## src/rtl/core/dtsb_pkg.sv

```systemverilog
// Package: types and constants of the sprite sort batcher
package dtsb_pkg;
	localparam int unsigned IDX_PER_SPRITE = 6;
	typedef enum logic [1:0] {OP_BEGIN = 2'd0, OP_DRAW = 2'd1, OP_END = 2'd2} op_t;
	typedef struct packed {
		logic [15:0] tag;
		logic [15:0] tex;
		logic signed [15:0] depth;
	} rec_t;
	typedef struct packed {
		logic        kind;
		logic [15:0] out_tag;
		logic [15:0] out_texture;
		logic [7:0]  index_offset;
		logic [7:0]  index_count;
		logic        last;
	} res_t;
	typedef enum logic [2:0] {
		ST_IDLE, ST_DECIDE, ST_EMIT_REC, ST_EMIT_RUN, ST_STORE
	} state_t;
	typedef struct packed {
		logic clear;
		logic store;
		logic start_rec;
		logic start_run;
		logic step;
	} cmd_t;
	typedef struct packed {
		logic rec_done;
		logic run_done;
		logic empty;
		logic full;
	} sts_t;
endpackage

```

## src/rtl/core/dtsb_if.sv

```systemverilog
// Valid/ready channel interfaces of the sprite sort batcher
interface dtsb_in_if;
	logic        valid;
	logic        ready;
	logic [1:0]  op;
	logic [15:0] sprite_tag;
	logic [15:0] texture_id;
	logic signed [15:0] depth_key;
	modport source (output valid, op, sprite_tag, texture_id, depth_key, input ready);
	modport sink (input valid, op, sprite_tag, texture_id, depth_key, output ready);
endinterface

interface dtsb_out_if;
	logic        valid;
	logic        ready;
	logic        kind;
	logic [15:0] out_tag;
	logic [15:0] out_texture;
	logic [7:0]  index_offset;
	logic [7:0]  index_count;
	logic        last;
	modport source (output valid, kind, out_tag, out_texture, index_offset, index_count,
		last, input ready);
	modport sink (input valid, kind, out_tag, out_texture, index_offset, index_count,
		last, output ready);
endinterface

interface dtsb_cfg_if;
	logic       valid;
	logic       ready;
	logic [5:0] data;
	modport source (output valid, data, input ready);
	modport sink (input valid, data, output ready);
endinterface

```

## src/rtl/core/dtsb_datapath.sv

```systemverilog
// Datapath: sorted insertion chain of cells and emission counters
module dtsb_datapath #(
	parameter int MAX_SPRITES = 32
) (
	input  logic              clk,
	input  logic              arst_n,
	input  dtsb_pkg::cmd_t    cmd,
	input  dtsb_pkg::rec_t    new_rec,
	input  logic [5:0]        limit,
	output dtsb_pkg::sts_t    sts,
	output dtsb_pkg::res_t    res,
	output logic              run_end
);
	import dtsb_pkg::*;
	localparam int CW = $clog2(MAX_SPRITES + 1);
	localparam int IW = (MAX_SPRITES > 1) ? $clog2(MAX_SPRITES) : 1;

	rec_t cell_q [MAX_SPRITES];
	logic [CW-1:0] count_q;
	logic [CW-1:0] pos_q;
	logic [CW-1:0] run_start_q;
	logic [MAX_SPRITES-1:0] after;
	logic [CW-1:0] eff_lim;

	always_comb begin
		if (limit == 6'd0) eff_lim = CW'(1);
		else if (32'(limit) > MAX_SPRITES) eff_lim = CW'(MAX_SPRITES);
		else eff_lim = CW'(limit);
	end

	// new record goes after every held record that is not strictly after it
	always_comb begin
		for (int i = 0; i < MAX_SPRITES; i++) begin
			after[i] = (i < 32'(count_q)) &&
				((new_rec.depth < cell_q[i].depth) ||
				 ((new_rec.depth == cell_q[i].depth) && (new_rec.tex < cell_q[i].tex)));
		end
	end

	always_ff @(posedge clk) begin
		if (cmd.store) begin
			for (int i = 0; i < MAX_SPRITES; i++) begin
				if (after[i]) begin
					if (i + 1 < MAX_SPRITES) cell_q[i+1] <= cell_q[i];
				end
				if (i == 0) begin
					if (after[0]) cell_q[0] <= new_rec;
				end else if (after[i] && !after[i-1]) begin
					cell_q[i] <= new_rec;
				end
			end
			if (count_q < CW'(MAX_SPRITES) && !after[IW'(count_q - CW'(1))] && count_q != '0)
				cell_q[IW'(count_q)] <= new_rec;
			if (count_q == '0) cell_q[0] <= new_rec;
		end
	end

	logic [CW-1:0] pos_n;
	logic same_next;
	always_comb begin
		pos_n = pos_q + CW'(1);
		same_next = (pos_n < count_q) && (cell_q[IW'(pos_n)].tex == cell_q[IW'(pos_q)].tex);
	end

	always_ff @(posedge clk or negedge arst_n) begin
		if (!arst_n) begin
			count_q <= '0;
			pos_q <= '0;
			run_start_q <= '0;
		end else begin
			if (cmd.clear) count_q <= '0;
			else if (cmd.store && count_q < CW'(MAX_SPRITES)) count_q <= count_q + CW'(1);
			if (cmd.start_rec || cmd.start_run) begin
				pos_q <= '0;
				run_start_q <= '0;
			end else if (cmd.step) begin
				pos_q <= pos_n;
				if (sts.run_done == 1'b0 && !same_next && res.kind) run_start_q <= pos_n;
			end
		end
	end

	assign run_end = !same_next;

	always_comb begin
		sts.empty = (count_q == '0);
		sts.full = (count_q >= eff_lim);
		sts.rec_done = (pos_n >= count_q);
		sts.run_done = (pos_n >= count_q);
	end

	// record form during the first pass, run form during the second
	logic emitting_run_q;
	always_ff @(posedge clk or negedge arst_n) begin
		if (!arst_n) emitting_run_q <= 1'b0;
		else if (cmd.start_run) emitting_run_q <= 1'b1;
		else if (cmd.start_rec || cmd.clear) emitting_run_q <= 1'b0;
	end

	logic [CW-1:0] run_len;
	assign run_len = pos_n - run_start_q;

	always_comb begin
		res = '0;
		res.kind = emitting_run_q;
		res.out_texture = cell_q[IW'(pos_q)].tex;
		if (!emitting_run_q) begin
			res.out_tag = cell_q[IW'(pos_q)].tag;
			res.last = 1'b0;
		end else begin
			res.out_texture = cell_q[IW'(run_start_q)].tex;
			res.index_offset = 8'(run_start_q * 8'(IDX_PER_SPRITE));
			res.index_count = 8'(run_len * 8'(IDX_PER_SPRITE));
			res.last = sts.run_done;
		end
	end
endmodule

```

## src/rtl/core/dtsb_ctrl.sv

```systemverilog
// Controller: batch state machine and output register
module dtsb_ctrl (
	input  logic           clk,
	input  logic           arst_n,
	dtsb_in_if.sink        in_ch,
	dtsb_out_if.source     out_ch,
	input  dtsb_pkg::sts_t sts,
	input  dtsb_pkg::res_t res,
	input  logic           run_end,
	output dtsb_pkg::cmd_t cmd,
	output dtsb_pkg::rec_t new_rec
);
	import dtsb_pkg::*;
	state_t state_q, state_n;
	logic active_q;
	logic [1:0] op_q;
	rec_t rec_q;
	logic ov_q;
	res_t ob_q;
	logic slot_free, show;

	assign slot_free = !ov_q || out_ch.ready;
	assign new_rec = rec_q;
	assign in_ch.ready = (state_q == ST_IDLE);

	always_comb begin
		state_n = state_q;
		case (state_q)
			ST_IDLE: if (in_ch.valid) state_n = ST_DECIDE;
			ST_DECIDE: begin
				if (op_q == OP_BEGIN) state_n = ST_IDLE;
				else if (op_q == OP_DRAW) begin
					if (!active_q) state_n = ST_IDLE;
					else if (sts.full && !sts.empty) state_n = ST_EMIT_REC;
					else state_n = ST_STORE;
				end else if (op_q == OP_END) begin
					if (!active_q || sts.empty) state_n = ST_IDLE;
					else state_n = ST_EMIT_REC;
				end else state_n = ST_IDLE;
			end
			ST_EMIT_REC: if (slot_free && sts.rec_done) state_n = ST_EMIT_RUN;
			ST_EMIT_RUN: if (slot_free && sts.run_done)
				state_n = (op_q == OP_DRAW) ? ST_STORE : ST_IDLE;
			ST_STORE: state_n = ST_IDLE;
			default: state_n = ST_IDLE;
		endcase
	end

	always_comb begin
		cmd = '0;
		show = 1'b0;
		case (state_q)
			ST_DECIDE: begin
				if (op_q == OP_BEGIN) cmd.clear = 1'b1;
				else if (op_q == OP_END && active_q && sts.empty) cmd.clear = 1'b1;
				if (state_n == ST_EMIT_REC) cmd.start_rec = 1'b1;
			end
			ST_EMIT_REC: if (slot_free) begin
				show = 1'b1;
				cmd.step = !sts.rec_done;
				cmd.start_run = sts.rec_done;
			end
			ST_EMIT_RUN: if (slot_free) begin
				show = run_end;
				cmd.step = 1'b1;
				cmd.clear = sts.run_done;
			end
			ST_STORE: cmd.store = 1'b1;
			default: ;
		endcase
	end

	always_ff @(posedge clk) begin
		if (in_ch.valid && in_ch.ready) begin
			rec_q.tag <= in_ch.sprite_tag;
			rec_q.tex <= in_ch.texture_id;
			rec_q.depth <= in_ch.depth_key;
		end
		if (show) ob_q <= res;
	end

	always_ff @(posedge clk or negedge arst_n) begin
		if (!arst_n) begin
			state_q <= ST_IDLE;
			active_q <= 1'b0;
			op_q <= '0;
			ov_q <= 1'b0;
		end else begin
			state_q <= state_n;
			if (in_ch.valid && in_ch.ready) op_q <= in_ch.op;
			if (state_q == ST_DECIDE) begin
				if (op_q == OP_BEGIN) active_q <= 1'b1;
				else if (op_q == OP_END) active_q <= 1'b0;
			end
			if (show) ov_q <= 1'b1;
			else if (out_ch.ready) ov_q <= 1'b0;
		end
	end

	assign out_ch.valid = ov_q;
	assign out_ch.kind = ob_q.kind;
	assign out_ch.out_tag = ob_q.out_tag;
	assign out_ch.out_texture = ob_q.out_texture;
	assign out_ch.index_offset = ob_q.index_offset;
	assign out_ch.index_count = ob_q.index_count;
	assign out_ch.last = ob_q.last;
endmodule

```

## src/rtl/core/depth_texture_sort_batcher.sv

```systemverilog
// Top level of the depth/texture sprite sort batcher
// Usage:
//   in_ch  : begin/draw/end words (op, sprite_tag, texture_id, depth_key).
//   cfg_ch : batch_limit write (6 bits), taken at any time, use while idle.
//   out_ch : sorted sprite records, then one draw command per texture run,
//            last marks the final word of an emission.
// Each draw is inserted in sorted place into a chain of MAX_SPRITES cells in
// the store state; a draw is accepted, then decided, then stored.
// An emission of n sprites and r runs walks the n records once in record form,
// then every cell again for the r run commands, waiting while out_ch stalls.
// Reset clears the batch and makes it inactive; limit returns to 32.
// When out_ch stalls the single output register holds and the walk waits.
module depth_texture_sort_batcher #(
	parameter int MAX_SPRITES = 32
) (
	input  logic        clk,
	input  logic        arst_n,
	dtsb_in_if.sink     in_ch,
	dtsb_out_if.source  out_ch,
	dtsb_cfg_if.sink    cfg_ch
);
	import dtsb_pkg::*;
	cmd_t cmd;
	sts_t sts;
	res_t res;
	rec_t new_rec;
	logic run_end;
	logic [5:0] limit_q;

	assign cfg_ch.ready = 1'b1;
	always_ff @(posedge clk or negedge arst_n) begin
		if (!arst_n) limit_q <= 6'd32;
		else if (cfg_ch.valid) limit_q <= cfg_ch.data;
	end

	dtsb_datapath #(.MAX_SPRITES(MAX_SPRITES)) u_dp (
		.clk, .arst_n, .cmd, .new_rec, .limit(limit_q), .sts, .res, .run_end
	);
	dtsb_ctrl u_ctrl (
		.clk, .arst_n, .in_ch, .out_ch, .sts, .res,
		.run_end, .cmd, .new_rec
	);
endmodule

```

## src/flat_wrapper.sv

```systemverilog
// flat-port wrapper written by rule: the top's interface ports become plain ports
module depth_texture_sort_batcher_flat import dtsb_pkg::*;
#(
	parameter int MAX_SPRITES = 32
)
  (clk, arst_n, in_ch_valid, in_ch_op, in_ch_sprite_tag, in_ch_texture_id, in_ch_depth_key, in_ch_ready, out_ch_valid, out_ch_kind, out_ch_out_tag, out_ch_out_texture, out_ch_index_offset, out_ch_index_count, out_ch_last, out_ch_ready, cfg_ch_valid, cfg_ch_data, cfg_ch_ready);
  dtsb_in_if in_ch_i ();
  dtsb_out_if out_ch_i ();
  dtsb_cfg_if cfg_ch_i ();
  input  logic clk;
  input  logic arst_n;
  input wire logic [$bits(in_ch_i.valid)-1:0] in_ch_valid;
  input wire logic [$bits(in_ch_i.op)-1:0] in_ch_op;
  input wire logic [$bits(in_ch_i.sprite_tag)-1:0] in_ch_sprite_tag;
  input wire logic [$bits(in_ch_i.texture_id)-1:0] in_ch_texture_id;
  input wire logic [$bits(in_ch_i.depth_key)-1:0] in_ch_depth_key;
  output wire logic [$bits(in_ch_i.ready)-1:0] in_ch_ready;
  output wire logic [$bits(out_ch_i.valid)-1:0] out_ch_valid;
  output wire logic [$bits(out_ch_i.kind)-1:0] out_ch_kind;
  output wire logic [$bits(out_ch_i.out_tag)-1:0] out_ch_out_tag;
  output wire logic [$bits(out_ch_i.out_texture)-1:0] out_ch_out_texture;
  output wire logic [$bits(out_ch_i.index_offset)-1:0] out_ch_index_offset;
  output wire logic [$bits(out_ch_i.index_count)-1:0] out_ch_index_count;
  output wire logic [$bits(out_ch_i.last)-1:0] out_ch_last;
  input wire logic [$bits(out_ch_i.ready)-1:0] out_ch_ready;
  input wire logic [$bits(cfg_ch_i.valid)-1:0] cfg_ch_valid;
  input wire logic [$bits(cfg_ch_i.data)-1:0] cfg_ch_data;
  output wire logic [$bits(cfg_ch_i.ready)-1:0] cfg_ch_ready;
  assign in_ch_i.valid = in_ch_valid;
  assign in_ch_i.op = in_ch_op;
  assign in_ch_i.sprite_tag = in_ch_sprite_tag;
  assign in_ch_i.texture_id = in_ch_texture_id;
  assign in_ch_i.depth_key = in_ch_depth_key;
  assign in_ch_ready = in_ch_i.ready;
  assign out_ch_valid = out_ch_i.valid;
  assign out_ch_kind = out_ch_i.kind;
  assign out_ch_out_tag = out_ch_i.out_tag;
  assign out_ch_out_texture = out_ch_i.out_texture;
  assign out_ch_index_offset = out_ch_i.index_offset;
  assign out_ch_index_count = out_ch_i.index_count;
  assign out_ch_last = out_ch_i.last;
  assign out_ch_i.ready = out_ch_ready;
  assign cfg_ch_i.valid = cfg_ch_valid;
  assign cfg_ch_i.data = cfg_ch_data;
  assign cfg_ch_ready = cfg_ch_i.ready;
  depth_texture_sort_batcher #(.MAX_SPRITES(MAX_SPRITES)) u_core (.clk(clk), .arst_n(arst_n), .in_ch(in_ch_i), .out_ch(out_ch_i), .cfg_ch(cfg_ch_i));
endmodule
```

## config.mk

```make
export PLATFORM = sky130hd
export DESIGN_NAME = depth_texture_sort_batcher_flat
export DESIGN_NICKNAME = d
export VERILOG_FILES = /design/src/rtl/core/dtsb_pkg.sv /design/src/rtl/core/dtsb_if.sv /design/src/rtl/core/dtsb_datapath.sv /design/src/rtl/core/dtsb_ctrl.sv /design/src/rtl/core/depth_texture_sort_batcher.sv /design/src/flat_wrapper.sv
export SDC_FILE = /design/constraint.sdc
export NUM_CORES = 2
export LEC_CHECK = 0
export BUFFER_PORTS_ARGS = -buffer_cell sky130_fd_sc_hd__buf_2
export CAP_MARGIN = 15
export CORE_MARGIN = 1.5
export CORE_UTILIZATION = 30
export DETAILED_ROUTE_END_ITERATION = 12
export SLEW_MARGIN = 20
export SYNTH_ARGS = -nofsm -noshare
export SYNTH_HDL_FRONTEND = slang
export SYNTH_SLANG_ARGS = --single-unit
```

## constraint.sdc

```tcl
create_clock -name clk -period 10.1 [get_ports clk]
set_input_delay 0.505 -clock clk [delete_from_list [all_inputs] [get_ports clk]]
set_output_delay 0.505 -clock clk [all_outputs]
set_load 0.05 [all_outputs]
```

==> impl_metrics.yaml <==
synthesis:
  synth_edf_count: 1632
  ys.flop_type: "edfxtp_1"
  netlist_area_mm2: 0.1128
  avgSynthCellArea_um2: 12.82
  synth-seq-cells: 1664
  ys_seq_area_share_pct: 44.17
  ys.warnings.count: 0
  ys_async_sr_fraction_pct: 1.923
  ys_types: 95
  syn-instance-count: 8794
critical_path:
  cpPeakStageDelay_ps: 910
  cp-start-kind: "register"
  end_kind: "register"
  path_class: "register to register"
  crit_top_cell: "buf_4"
  worstPathMaxFanout: 49
  worstPathArrival_ps: 7590
  required_ps: 10640
  crit_slowest_cell: "a211oi_1"
  crit_path_cell_trace: "buf_4 -> ha_1 -> nand4_1 -> or4_1 -> or4_1 -> a211oi_1 -> a211o_1 -> o211ai_1 -> and3_1 -> a21oi_4 -> buf_4 -> nand2_2 -> buf_4"
power_and_ir_drop:
  power_leakage_nw: 47.69
  powerDensity_mw_per_mm2: 192.6
  peakVddDrop_mv: 0.1634
  finalPower_mw: 24.30
drt:
  drtPass1Iterations: 6
  ant_nets: 0
  dr.first_iter.drc_count: 7566
  route.detailed.drc: 0
  totalWireLength_um: 366500
  post_drt_wl_per_cell_um: 26.24
  num_vias: 76610
  via_per_inst: 5.484
final_layout:
  fin_nets: 9915
  drive_gt1_share_pct: 29.06
  areaGrowthSynthToFinish_pct: 11.87
cts:
  cts_buffers: 200
  clock_sinks: 1664
  path_clk_slew_ps: 60
  clockBufferDepth: 4
  clk_latency_ps: 900
  root_buffer: "clkbuf_16"
  htreeDepth: 4
  cts_tree: "yes"
  post_cts_buffers: 0
die:
  start_util_pct: 30.21
  die_w_um: 616.1
  rows: 224
  die-area_mm2: 0.3796
  io_pins: 114
  core_area_mm2: 0.3733
  die_h_um: 616.1
grt:
  grt_overflow: 0
  grt_pass1_vias: 77220
  grt_pass1_wl_um: 536600
  grt_max_degree: 119
  antenna_found_initial: 10
  grt_usage_pct: 18.78
sta:
  fin_worst_skew_ps: 68.33
  fin_setup_tns_ps: 0
  rsz0062_at_grt: "no"
  final_max_slew_viol_count: 0
  hold_violations: 0
  min_period_ps: 7054
  setup_viol: 0
  max_freq_mhz: 141.8
  tightest_slew_ps: 1321
  slew_headroom_pct: 11.65
  period_share_pct: 69.84
run:
  maxCapViolCount: 0
placed_design:
  place_congestion: 1.035
  dp_hpwl_um: 262100
  portBuffers: 110
status:
  status: "complete, no violations"
worst_hold_path:
  hold_path_class: "input pin to register"
==> logic make-up after synthesis <==
group | after synthesis | share of synthesized area, %
AOI/OAI and AO/OA | 1250 | 7.265
DFF | 1664 | 44.17
buffers and inverters | 1555 | 5.567
muxes | 2194 | 26.45
other | 2 | 0.006659
xor gates and xnor gates | 36 | 0.2796
adders and majority gates | 1027 | 11.41
and+or+nand+nor | 1066 | 4.857
==> cells in the mapped netlist, drive strengths merged, types with 108 or more instances <==
library cell | number | area (um^2)
a21o | 151 | 1134
a21oi | 397 | 1987
buf | 254 | 1395
clkbuf | 269 | 1010
edfxtp | 1632 | 49010
ha | 1024 | 12810
inv | 1031 | 3870
mux2 | 1475 | 16610
mux2i | 238 | 2382
mux4 | 481 | 10830
nand2 | 274 | 1028
nand4 | 169 | 1057
nor2 | 203 | 764.5
o21ai | 190 | 950.9
o221ai | 108 | 945.9
==> flip-flops by register name, indices dropped and copies added, names as in the netlist <==
| register | count |
|---|---|
| u_core.u_ctrl.out_ch.index_count | 7 |
| u_core.u_ctrl.out_ch.out_tag | 16 |
| u_core.u_ctrl.out_ch.valid | 1 |
| u_core.u_ctrl.out_ch.last | 1 |
| u_core.limit_q | 6 |
| u_core.u_ctrl.active_q | 1 |
| u_core.u_dp.emitting_run_q | 1 |
| u_core.u_ctrl.out_ch.kind | 1 |
| u_core.u_ctrl.op_q | 2 |
| u_core.u_dp.count_q | 6 |
| u_core.u_dp.cell_q | 1536 |
| u_core.u_ctrl.out_ch.out_texture | 16 |
| u_core.u_dp.run_start_q | 6 |
| u_core.u_ctrl.out_ch.index_offset | 7 |
| u_core.u_ctrl.new_rec | 48 |
| u_core.u_ctrl.state_q | 3 |
| u_core.u_dp.pos_q | 6 |
==> worst paths after layout <==
path | from | cells past startpoint | end | slack [ps]
setup / recovery | u_core.u_ctrl.new_rec[13] | 13 | u_core.u_dp.cell_q[8][44] | 3050
hold / removal | cfg_ch_data[0] | 2 | u_core.limit_q[0] | 40
setup reg to reg | u_core.u_ctrl.new_rec[13] | 13 | u_core.u_dp.cell_q[8][44] | 3050
hold reg to reg | u_core.limit_q[0] | 1 | u_core.limit_q[0] | 520
max in group asynchronous | arst_n | 3 | u_core.limit_q[3] | 9360
min in group asynchronous | arst_n | 3 | u_core.u_dp.run_start_q[5] | 250
==> placed cells by master (no fill, tap or decap), types with 201 or more instances in the layout <==
cell       netlist  layout
nand2_1        274     262
mux2_2        1448    1448
inv_1         1024    1023
mux4_2         481     481
a21oi_1        397     395
edfxtp_1      1632    1632
nor2_1         202     201
ha_1          1024    1023
clkbuf_16        0     204
mux2i_1        238     238
==> worst max-delay path: cells and delay by family, from the launching register on <==
kind / cells / cell delay (ps)
and+or+nand+nor: 5 / 2420
DFF: 1 / 750
buffers and inverters: 3 / 1570
adders and majority gates: 1 / 230
AOI/OAI and AO/OA: 4 / 1580
==> through the flow <==
stage,util (%),setup slack [ps],hold WS [ps],instances,instance area (um^2)
finish,33.80,3046,41.45,13970,126200
global route,33.80,2844,14.29,13970,126200
CTS,33.79,3181,13.19,13960,126100
detailed placement,31.98,3242,501.4,13540,119400
global placement,31.98,3230,490.0,13540,119400
floorplan,-,2822,209.4,8795,112800
==> power by group <==
part / internal, mW / switching (mW) / total (mW)
registers: 7.75 / 0.294 / 8.04
clock network: 3.95 / 3.12 / 7.07
logic: 3.48 / 5.70 / 9.18
total: 15.2 / 9.12 / 24.3
==> cell type report <==
cell class | count | area (um^2)
diodes | 9 | 22.52
clock buffers | 255 | 5326
clock inverters | 108 | 833.3
fillers | 36500 | 247100
inverters | 1032 | 3875
multi-input cells | 5576 | 57340
flip-flops and latches | 1664 | 49830
well taps | 4972 | 6221
repair buffers | 353 | 2723
==> layer usage <==
layer	up-vias	wire length, um	GRT usage [%]	part of all wire [%]
li1	33800	-	-	-
met1	39110	153800	24.58	42
met2	2934	167500	29.85	46
met3	760	22820	2.775	6.2
met4	6	22430	10.31	6.1
met5	-	48	0	0.013
==> timing repair <==
action	4_1_cts	5_1_grt
gates resized for setup	0	0
hold buffers	57	0
endpoints found under the hold margin	85	0
Note: power is estimated with default switching activity, not from simulation.
